`config.mk`:
```
export PLATFORM = sky130hd
export DESIGN_NAME = syn_flood_tracker_with_rule_match_core
export DESIGN_NICKNAME = d
export VERILOG_FILES = /design/src/sftrm_pkg.sv /design/src/syn_flood_tracker_with_rule_match_core.sv
export SDC_FILE = /design/constraint.sdc
export NUM_CORES = 2
export LEC_CHECK = 0
export BUFFER_PORTS_ARGS = -buffer_cell sky130_fd_sc_hd__buf_4
export CAP_MARGIN = 20
export CORE_MARGIN = 1.5
export CORE_UTILIZATION = 60
export CTS_CLUSTER_SIZE = 28
export DETAILED_ROUTE_END_ITERATION = 16
export PLACE_DENSITY = 0.77
export SLEW_MARGIN = 30
export SYNTH_ARGS = -nofsm -noshare
export SYNTH_HDL_FRONTEND = slang
export SYNTH_SLANG_ARGS = --single-unit
```
`constraint.sdc`:
```
create_clock -name clk -period 10.2 [get_ports clk]
set_clock_uncertainty 0.15 [all_clocks]
set_input_delay 0.51 -clock clk [delete_from_list [all_inputs] [get_ports clk]]
set_output_delay 0.51 -clock clk [all_outputs]
set_load 0.005 [all_outputs]
```
`src/sftrm_pkg.sv`:
```
`default_nettype none
// ============================================================================
// sftrm_pkg
// Shared types and constants of the SYN flood tracker: TCP flag codes,
// configuration register indexes and the sequencer state encoding.
// ============================================================================
package sftrm_pkg;

    // TCP flag byte codes of interest
    localparam logic [7:0] FLAGS_PURE_ACK = 8'h10;
    localparam logic [7:0] FLAGS_SYN_ACK  = 8'h12;

    // Configuration port geometry
    localparam int CFG_INDEX_W = 3;
    localparam int CFG_DATA_W  = 32;

    // Configuration register indexes
    localparam logic [CFG_INDEX_W-1:0] REG_RULE_SRC_ADDRESS = 3'd0;
    localparam logic [CFG_INDEX_W-1:0] REG_RULE_DST_ADDRESS = 3'd1;
    localparam logic [CFG_INDEX_W-1:0] REG_RULE_SRC_PORT    = 3'd2;
    localparam logic [CFG_INDEX_W-1:0] REG_RULE_DST_PORT    = 3'd3;
    localparam logic [CFG_INDEX_W-1:0] REG_WILDCARD_MASK    = 3'd4;
    localparam logic [CFG_INDEX_W-1:0] REG_FLOOD_THRESHOLD  = 3'd5;

    // Wildcard mask bit positions
    localparam int WC_SRC_ADDRESS = 0;
    localparam int WC_DST_ADDRESS = 1;
    localparam int WC_SRC_PORT    = 2;
    localparam int WC_DST_PORT    = 3;

    // Register reset values
    localparam logic [3:0] WILDCARD_MASK_RESET   = 4'hF;
    localparam logic [6:0] FLOOD_THRESHOLD_RESET = 7'd10;

    // Reported occupancy saturates at this value
    localparam int OPEN_COUNT_MAX = 127;

    // Sequencer states, one-hot
    typedef enum logic [5:0] {
        ST_CLEAR  = 6'b000001,
        ST_IDLE   = 6'b000010,
        ST_SCAN   = 6'b000100,
        ST_INS_RD = 6'b001000,
        ST_INS_WR = 6'b010000,
        ST_FINISH = 6'b100000
    } state_t;

endpackage
`default_nettype wire

```
`src/syn_flood_tracker_with_rule_match_core.sv`:
```
`default_nettype none
// ============================================================================
// syn_flood_tracker_with_rule_match_core
// Tracks half-open TCP handshakes in a table of expected ACK numbers and
// raises an alert when their count exceeds a threshold on a rule match.
// ============================================================================
// One packet summary is taken per input beat and yields one result beat.
// The table lives in a single synchronous memory (one write and one read
// port, read data registered). After reset no input beat is accepted
// while a clearing pass writes zero to every entry; configuration writes
// are taken at all times. A pure ACK walks the whole table through the
// memory read port. A SYN-ACK does one read-modify-write at the insert
// pointer; any other packet goes straight to the finish state. The
// occupancy count is kept in a register and updated on every scan clear
// and insert write. The result sits in an output register, so the next
// beat is taken while a result waits; it stalls only in the finish state
// when the previous result has not been taken yet.
// ============================================================================
module syn_flood_tracker_with_rule_match_core #(
    parameter int TABLE_DEPTH = 64
) (
    input  wire logic        clk,
    input  wire logic        rst_n,

    // configuration write port
    input  wire logic        cfg_write_enable,
    input  wire logic [2:0]  cfg_index,
    input  wire logic [31:0] cfg_data,

    // packet summary channel
    input  wire logic        in_valid,
    output logic             in_ready,
    input  wire logic        is_tcp,
    input  wire logic [7:0]  tcp_flags,
    input  wire logic [31:0] seq_number,
    input  wire logic [31:0] ack_num,
    input  wire logic [31:0] src_address,
    input  wire logic [31:0] dst_address,
    input  wire logic [15:0] src_port,
    input  wire logic [15:0] dst_port,

    // result channel
    output logic             out_valid,
    input  wire logic        out_ready,
    output logic             flood_alert,
    output logic             rule_hit,
    output logic [6:0]       open_count
);

    localparam int AW = (TABLE_DEPTH > 1) ? $clog2(TABLE_DEPTH) : 1;
    localparam int CW = $clog2(TABLE_DEPTH + 1);
    localparam logic [AW:0]   SCAN_END  = (AW+1)'(TABLE_DEPTH);
    localparam logic [AW:0]   SCAN_LAST = (AW+1)'(TABLE_DEPTH - 1);
    localparam logic [AW-1:0] PTR_LAST  = AW'(TABLE_DEPTH - 1);

    // ------------------------------------------------------------------
    // Configuration registers
    // ------------------------------------------------------------------
    logic [31:0] rule_src_address_reg;
    logic [31:0] rule_dst_address_reg;
    logic [15:0] rule_src_port_reg;
    logic [15:0] rule_dst_port_reg;
    logic [3:0]  wildcard_mask_reg;
    logic [6:0]  flood_threshold_reg;

    // decode and store configuration writes
    always_ff @(posedge clk or negedge rst_n)
    begin
        if (!rst_n)
        begin
            rule_src_address_reg <= '0;
            rule_dst_address_reg <= '0;
            rule_src_port_reg    <= '0;
            rule_dst_port_reg    <= '0;
            wildcard_mask_reg    <= sftrm_pkg::WILDCARD_MASK_RESET;
            flood_threshold_reg  <= sftrm_pkg::FLOOD_THRESHOLD_RESET;
        end
        else if (cfg_write_enable)
        begin
            unique case (cfg_index)
                sftrm_pkg::REG_RULE_SRC_ADDRESS: rule_src_address_reg <= cfg_data;
                sftrm_pkg::REG_RULE_DST_ADDRESS: rule_dst_address_reg <= cfg_data;
                sftrm_pkg::REG_RULE_SRC_PORT:    rule_src_port_reg    <= cfg_data[15:0];
                sftrm_pkg::REG_RULE_DST_PORT:    rule_dst_port_reg    <= cfg_data[15:0];
                sftrm_pkg::REG_WILDCARD_MASK:    wildcard_mask_reg    <= cfg_data[3:0];
                sftrm_pkg::REG_FLOOD_THRESHOLD:  flood_threshold_reg  <= cfg_data[6:0];
                default:
                begin
                end
            endcase
        end
    end

    // ------------------------------------------------------------------
    // Rule match on the incoming beat
    // ------------------------------------------------------------------
    logic hit_now;

    assign hit_now =
        (wildcard_mask_reg[sftrm_pkg::WC_SRC_ADDRESS] || src_address == rule_src_address_reg) &&
        (wildcard_mask_reg[sftrm_pkg::WC_DST_ADDRESS] || dst_address == rule_dst_address_reg) &&
        (wildcard_mask_reg[sftrm_pkg::WC_SRC_PORT]    || src_port    == rule_src_port_reg)    &&
        (wildcard_mask_reg[sftrm_pkg::WC_DST_PORT]    || dst_port    == rule_dst_port_reg);

    // ------------------------------------------------------------------
    // Table memory
    // ------------------------------------------------------------------
    logic [31:0]   table_mem [TABLE_DEPTH];
    logic [31:0]   rd_data_reg;
    logic          mem_we;
    logic [AW-1:0] mem_waddr;
    logic [31:0]   mem_wdata;
    logic [AW-1:0] mem_raddr;

    always_ff @(posedge clk)
    begin
        if (mem_we)
        begin
            table_mem[mem_waddr] <= mem_wdata;
        end
        rd_data_reg <= table_mem[mem_raddr];
    end

    // ------------------------------------------------------------------
    // Sequencer state
    // ------------------------------------------------------------------
    sftrm_pkg::state_t state_reg, state_next;
    logic [AW:0]   scan_cnt_reg, scan_cnt_next;
    logic          chk_valid_reg, chk_valid_next;
    logic [AW-1:0] chk_addr_reg, chk_addr_next;
    logic [AW-1:0] ins_ptr_reg, ins_ptr_next;
    logic [CW-1:0] count_reg, count_next;

    logic          tcp_reg, tcp_next;
    logic          hit_reg, hit_next;
    logic [31:0]   seq_reg, seq_next;
    logic [31:0]   ack_reg, ack_next;

    logic          out_valid_reg, out_valid_next;
    logic          alert_reg, alert_next;
    logic          rule_hit_reg, rule_hit_next;
    logic [6:0]    open_count_reg, open_count_next;

    logic [31:0]   ins_value;
    logic [6:0]    count_sat;

    assign ins_value = seq_reg + 32'd1;

    // saturate occupancy to the reported width
    always_comb
    begin
        if (int'(count_reg) > sftrm_pkg::OPEN_COUNT_MAX)
        begin
            count_sat = 7'(sftrm_pkg::OPEN_COUNT_MAX);
        end
        else
        begin
            count_sat = 7'(count_reg);
        end
    end

    // next-state and memory access logic
    always_comb
    begin
        state_next      = state_reg;
        scan_cnt_next   = scan_cnt_reg;
        chk_valid_next  = 1'b0;
        chk_addr_next   = chk_addr_reg;
        ins_ptr_next    = ins_ptr_reg;
        count_next      = count_reg;
        tcp_next        = tcp_reg;
        hit_next        = hit_reg;
        seq_next        = seq_reg;
        ack_next        = ack_reg;
        out_valid_next  = out_valid_reg;
        alert_next      = alert_reg;
        rule_hit_next   = rule_hit_reg;
        open_count_next = open_count_reg;
        mem_we          = 1'b0;
        mem_waddr       = chk_addr_reg;
        mem_wdata       = '0;
        mem_raddr       = scan_cnt_reg[AW-1:0];

        // drop the result once taken
        if (out_valid_reg && out_ready)
        begin
            out_valid_next = 1'b0;
        end

        unique case (state_reg)
            sftrm_pkg::ST_CLEAR:
            begin
                // sweep zero through the table
                mem_we    = 1'b1;
                mem_waddr = scan_cnt_reg[AW-1:0];
                if (scan_cnt_reg == SCAN_LAST)
                begin
                    scan_cnt_next = '0;
                    state_next    = sftrm_pkg::ST_IDLE;
                end
                else
                begin
                    scan_cnt_next = scan_cnt_reg + (AW+1)'(1);
                end
            end

            sftrm_pkg::ST_IDLE:
            begin
                // hold the beat and pick the table operation
                if (in_valid)
                begin
                    tcp_next      = is_tcp;
                    hit_next      = hit_now;
                    seq_next      = seq_number;
                    ack_next      = ack_num;
                    scan_cnt_next = '0;
                    if (is_tcp && tcp_flags == sftrm_pkg::FLAGS_PURE_ACK)
                    begin
                        state_next = sftrm_pkg::ST_SCAN;
                    end
                    else if (is_tcp && tcp_flags == sftrm_pkg::FLAGS_SYN_ACK)
                    begin
                        state_next = sftrm_pkg::ST_INS_RD;
                    end
                    else
                    begin
                        state_next = sftrm_pkg::ST_FINISH;
                    end
                end
            end

            sftrm_pkg::ST_SCAN:
            begin
                // issue one read per cycle, check the entry read last cycle
                if (scan_cnt_reg != SCAN_END)
                begin
                    chk_valid_next = 1'b1;
                    chk_addr_next  = scan_cnt_reg[AW-1:0];
                    scan_cnt_next  = scan_cnt_reg + (AW+1)'(1);
                end
                if (chk_valid_reg && rd_data_reg == ack_reg && ack_reg != 32'd0)
                begin
                    mem_we     = 1'b1;
                    mem_waddr  = chk_addr_reg;
                    mem_wdata  = '0;
                    count_next = count_reg - CW'(1);
                end
                if (scan_cnt_reg == SCAN_END && !chk_valid_reg)
                begin
                    state_next = sftrm_pkg::ST_FINISH;
                end
            end

            sftrm_pkg::ST_INS_RD:
            begin
                mem_raddr  = ins_ptr_reg;
                state_next = sftrm_pkg::ST_INS_WR;
            end

            sftrm_pkg::ST_INS_WR:
            begin
                // overwrite the slot and adjust occupancy
                mem_we     = 1'b1;
                mem_waddr  = ins_ptr_reg;
                mem_wdata  = ins_value;
                count_next = count_reg + CW'(ins_value != 32'd0)
                                       - CW'(rd_data_reg != 32'd0);
                if (ins_ptr_reg == PTR_LAST)
                begin
                    ins_ptr_next = '0;
                end
                else
                begin
                    ins_ptr_next = ins_ptr_reg + AW'(1);
                end
                state_next = sftrm_pkg::ST_FINISH;
            end

            sftrm_pkg::ST_FINISH:
            begin
                // load the result once the output register is free
                if (!out_valid_reg || out_ready)
                begin
                    out_valid_next  = 1'b1;
                    rule_hit_next   = hit_reg;
                    open_count_next = count_sat;
                    alert_next      = tcp_reg && hit_reg && (count_sat > flood_threshold_reg);
                    state_next      = sftrm_pkg::ST_IDLE;
                end
            end

            default:
            begin
                state_next = sftrm_pkg::ST_IDLE;
            end
        endcase
    end

    // control registers
    always_ff @(posedge clk or negedge rst_n)
    begin
        if (!rst_n)
        begin
            state_reg     <= sftrm_pkg::ST_CLEAR;
            scan_cnt_reg  <= '0;
            chk_valid_reg <= 1'b0;
            ins_ptr_reg   <= '0;
            count_reg     <= '0;
            out_valid_reg <= 1'b0;
        end
        else
        begin
            state_reg     <= state_next;
            scan_cnt_reg  <= scan_cnt_next;
            chk_valid_reg <= chk_valid_next;
            ins_ptr_reg   <= ins_ptr_next;
            count_reg     <= count_next;
            out_valid_reg <= out_valid_next;
        end
    end

    // payload registers
    always_ff @(posedge clk)
    begin
        chk_addr_reg   <= chk_addr_next;
        tcp_reg        <= tcp_next;
        hit_reg        <= hit_next;
        seq_reg        <= seq_next;
        ack_reg        <= ack_next;
        alert_reg      <= alert_next;
        rule_hit_reg   <= rule_hit_next;
        open_count_reg <= open_count_next;
    end

    assign in_ready    = (state_reg == sftrm_pkg::ST_IDLE);
    assign out_valid   = out_valid_reg;
    assign flood_alert = alert_reg;
    assign rule_hit    = rule_hit_reg;
    assign open_count  = open_count_reg;

    // ------------------------------------------------------------------
    // Assertions
    // ------------------------------------------------------------------
    a_count_bound: assert property (@(posedge clk) disable iff (!rst_n)
        int'(count_reg) <= TABLE_DEPTH)
        else $error("occupancy count exceeds table depth");

    a_ptr_bound: assert property (@(posedge clk) disable iff (!rst_n)
        int'(ins_ptr_reg) < TABLE_DEPTH)
        else $error("insert pointer out of range");

    a_idle_no_write: assert property (@(posedge clk) disable iff (!rst_n)
        state_reg == sftrm_pkg::ST_IDLE |-> !mem_we)
        else $error("table write while idle");

    a_scan_no_overlap: assert property (@(posedge clk) disable iff (!rst_n)
        (state_reg == sftrm_pkg::ST_SCAN && mem_we && scan_cnt_reg != SCAN_END)
        |-> mem_waddr != mem_raddr)
        else $error("scan write collides with scan read");

    a_one_item: assert property (@(posedge clk) disable iff (!rst_n)
        (in_valid && in_ready) |=> !in_ready)
        else $error("second beat taken while one is in work");

    a_alert_needs_hit: assert property (@(posedge clk) disable iff (!rst_n)
        (out_valid && flood_alert) |-> rule_hit)
        else $error("alert without rule hit");

endmodule
`default_nettype wire

```
==> flow_summary.ini <==
[global_route]
antenna_found_initial = 32
grt_pass1_vias = 59281
grt_usage_pct = 37.36
grt_overflow = 0
grt_max_degree = 151
grt_pass1_wl_um = 418500

[routing]
vias = 62044
drtAntennaViolNets = 0
vias_per_cell = 6.972
first_pass_iters = 7
drt_iter0_drc = 10412
wl_per_cell_um = 33.18
drc_errors = 0
wirelength_um = 295300

[die]
die_w_um = 396.3
core_um2 = 153900
die_area_um2 = 157000
rows = 144
start_util_pct = 60.31
io_pins = 220
die_h_um = 396.3

[sta]
tightest_slew_ps = 1207
max_freq_ghz = 0.1659
layout_min_cycle_time_ps = 6029
final_max_slew_viol_count = 0
rsz0062_at_grt = no
slew-limit-headroom_pct = 19.56
setup_tns_ps = 0
hold_violations = 0
setup_violations = 0
fin_crit_sh_pct = 59.10

[placement]
gp_congestion = 1.005
dpl.hpwl_um = 176500
dp.cells = 8375
portBuffers = 219

[cells_and_area]
top_register = table_mem
nets = 6892
fin_cells = 8899
drive_gt1_share_pct = 15.37
multi_input_area_um2 = 23990
num-fill-cells = 9499
regArea_um2 = 67960
largest_register_ffs = 2048
syn_to_final_growth_pct = 15.99

[setup_path]
worst_r2r_path_depth = 10
critical_path_required_ps = 10850
max_stage_delay_ps = 950
crit_chain = nor4_4 > nand2_1 > nand2_8 > buf_12 > buf_4 > nand2_1 > a21oi_1 > o41ai_1 > a21oi_1 > a311o_1
rrSetupSlack_ps = 4170
path_depth = 10
cp_max_fo = 127
rr_startpoint = state_reg[1]
path_delay_family = simple AND/OR/NAND/NOR gates
worst-path-buf-inv = 2
crit_start = state_reg[1]
crit_arrival_ps = 6680
critPathSlowestCell = a21oi_1
criticalPathCategory = reg2reg
r2r-end = rd_data_reg[12]
end_kind = flip-flop
crit_path_end = rd_data_reg[12]
crit_path_start_kind = flip-flop

[run_status]
status = complete, no violations

[pwr]
leakagePower_nw = 36.19
report.power.total_mw = 24.64
peakVddDrop_mv = 0.2572
power_density_nw_per_um2 = 228.9

[clocking]
htreeDepth = 4
numCtsBuffers = 215
insertion_delay_ps = 880
cts_root_buf = clkbuf_16
path_clk_slew_ps = 60
cts_tree = built
clock_sinks = 2296
clockBufferDepth = 3

[logic_synthesis]
yosysUniqueCellTypes = 88
syn_nets = 6544
avgSynthCellArea_um2 = 14.71
syn_area_um2 = 92800
ys.flop_type = edfxtp_1
synthCells = 6309
ys_seq_area_share_pct = 73.24
yosys_warnings = 0
synth-seq-cells = 2296
synth_edf_count = 2129
async_flop_share_pct = 5.880

[run]
max-cap-violations = 0

[worst_hold_path]
hold_path.class = in2reg
worstHoldStart = cfg_write_enable
==> per-stage QoR <==
stage / util (%) / worst slack [ps] / hold slack [ps] / cell area, µm²
after global placement: 63.19 / 4405 / 330.8 / 97220
after global routing: 69.94 / 4252 / 56.44 / 107600
final: 69.95 / 4171 / 67.23 / 107600
after detailed placement: 64.64 / 4630 / 322.2 / 99470
after floorplan: - / 5755 / 64.41 / 92800
after CTS: 69.89 / 4628 / 7.895 / 107500
==> metal layers <==
layer	track usage [%]	wire length, µm	vias to the layer above
met1	47.61	97780	30191
li1	-	-	25159
met2	54.18	129100	5532
met5	0.8621	364	-
met4	26.67	24970	30
met3	12.13	43090	1132
==> cells by family (layout without fill, tap and decap cells) <==
family | after synthesis | in the layout | share of synthesized area, %
AND/OR/NAND/NOR | 1786 | 1786 | 8.675
multiplexers | 488 | 488 | 5.427
buffers and inverters | 430 | 965 | 2.051
AO/OA/AOI/OAI | 1110 | 1110 | 8.620
other | 0 | 11 | 0
flip-flops | 2296 | 2296 | 73.24
adder cells (fa/ha/maj) | 26 | 26 | 0.3587
XOR/XNOR | 173 | 173 | 1.633
==> power by group <==
part | switching, mW | internal (mW) | total (mW) | leakage, nW
clock | 3.55 | 4.39 | 7.94 | 3.41
combinational | 4.12 | 1.85 | 5.97 | 13.6
sequential | 0.341 | 10.4 | 10.7 | 19.2
total | 8.01 | 16.6 | 24.6 | 36.2
==> area by class of cell <==
cell class	count	share of cell area [%]
multi-input cells	3583	22.29
clock inverters	119	1.068
inverters	26	0.09067
well taps	2044	2.376
diodes	11	0.02557
clock buffers	285	5.442
flip-flops and latches	2296	63.14
repair buffers	535	5.567
==> cell usage in the layout, fill, tap and decap left out, drive strengths merged, types with 97 or more instances in the layout <==
cell type and n:
edfxtp 2129, dlygate4sd3 106, and3 229, nand3 125, mux2i 367, clkbuf 285, a21oi 204, xnor2 154
mux2 121, dfrtp 128, buf 429, a211oi 168, clkinv 97, nor2 162, a31oi 118, nand2 1053
o21ai 136
==> what timing repair did <==
action | in CTS | in global routing
setup buffers | 0 | 0
endpoints found under the hold margin | 249 | 0
hold buffers | 106 | 0
gates resized for setup | 0 | 0
==> cell usage after synthesis, types with 21 or more instances <==
cell | instances | area share (%)
xnor2_1 | 154 | 1.5
nand4_1 | 66 | 0.44
o221ai_1 | 84 | 0.79
mux2i_1 | 367 | 4.0
mux2_2 | 121 | 1.5
a211oi_1 | 166 | 1.3
and3_1 | 229 | 1.5
dfrtp_1 | 128 | 3.5
o22ai_1 | 50 | 0.34
a221oi_1 | 24 | 0.23
o21ai_0 | 132 | 0.71
nand3_1 | 125 | 0.67
buf_2 | 149 | 0.80
clkbuf_1 | 183 | 0.74
buf_4 | 21 | 0.17
nand2_1 | 1051 | 4.3
a21oi_1 | 203 | 1.1
a311o_1 | 41 | 0.44
nor4_1 | 55 | 0.37
nor3_1 | 26 | 0.14
dfxtp_1 | 32 | 0.69
ha_1 | 25 | 0.34
o221a_2 | 40 | 0.49
a221o_1 | 24 | 0.26
buf_1 | 47 | 0.19
a31oi_1 | 118 | 0.80
nor2_1 | 160 | 0.65
inv_1 | 25 | 0.10
edfxtp_1 | 2129 | 69
a311oi_1 | 84 | 0.79
==> how the worst min path moves through the flow <==
stage	slack [ps]	cells after the start	end
finish	70	3	rule_src_port_reg[3]
global route	60	3	rule_src_port_reg[0]
CTS	8	4	state_reg[3]
detailed placement	320	0	rule_hit
global placement	330	0	rule_hit
floorplan	60	0	chk_valid_reg
==> tightest hold or removal path, stage by stage <==
cell      delay [ps]
buf_4            130
nor4bb_4         200
mux2_2           220
Power figures use the tool's default switching activity.
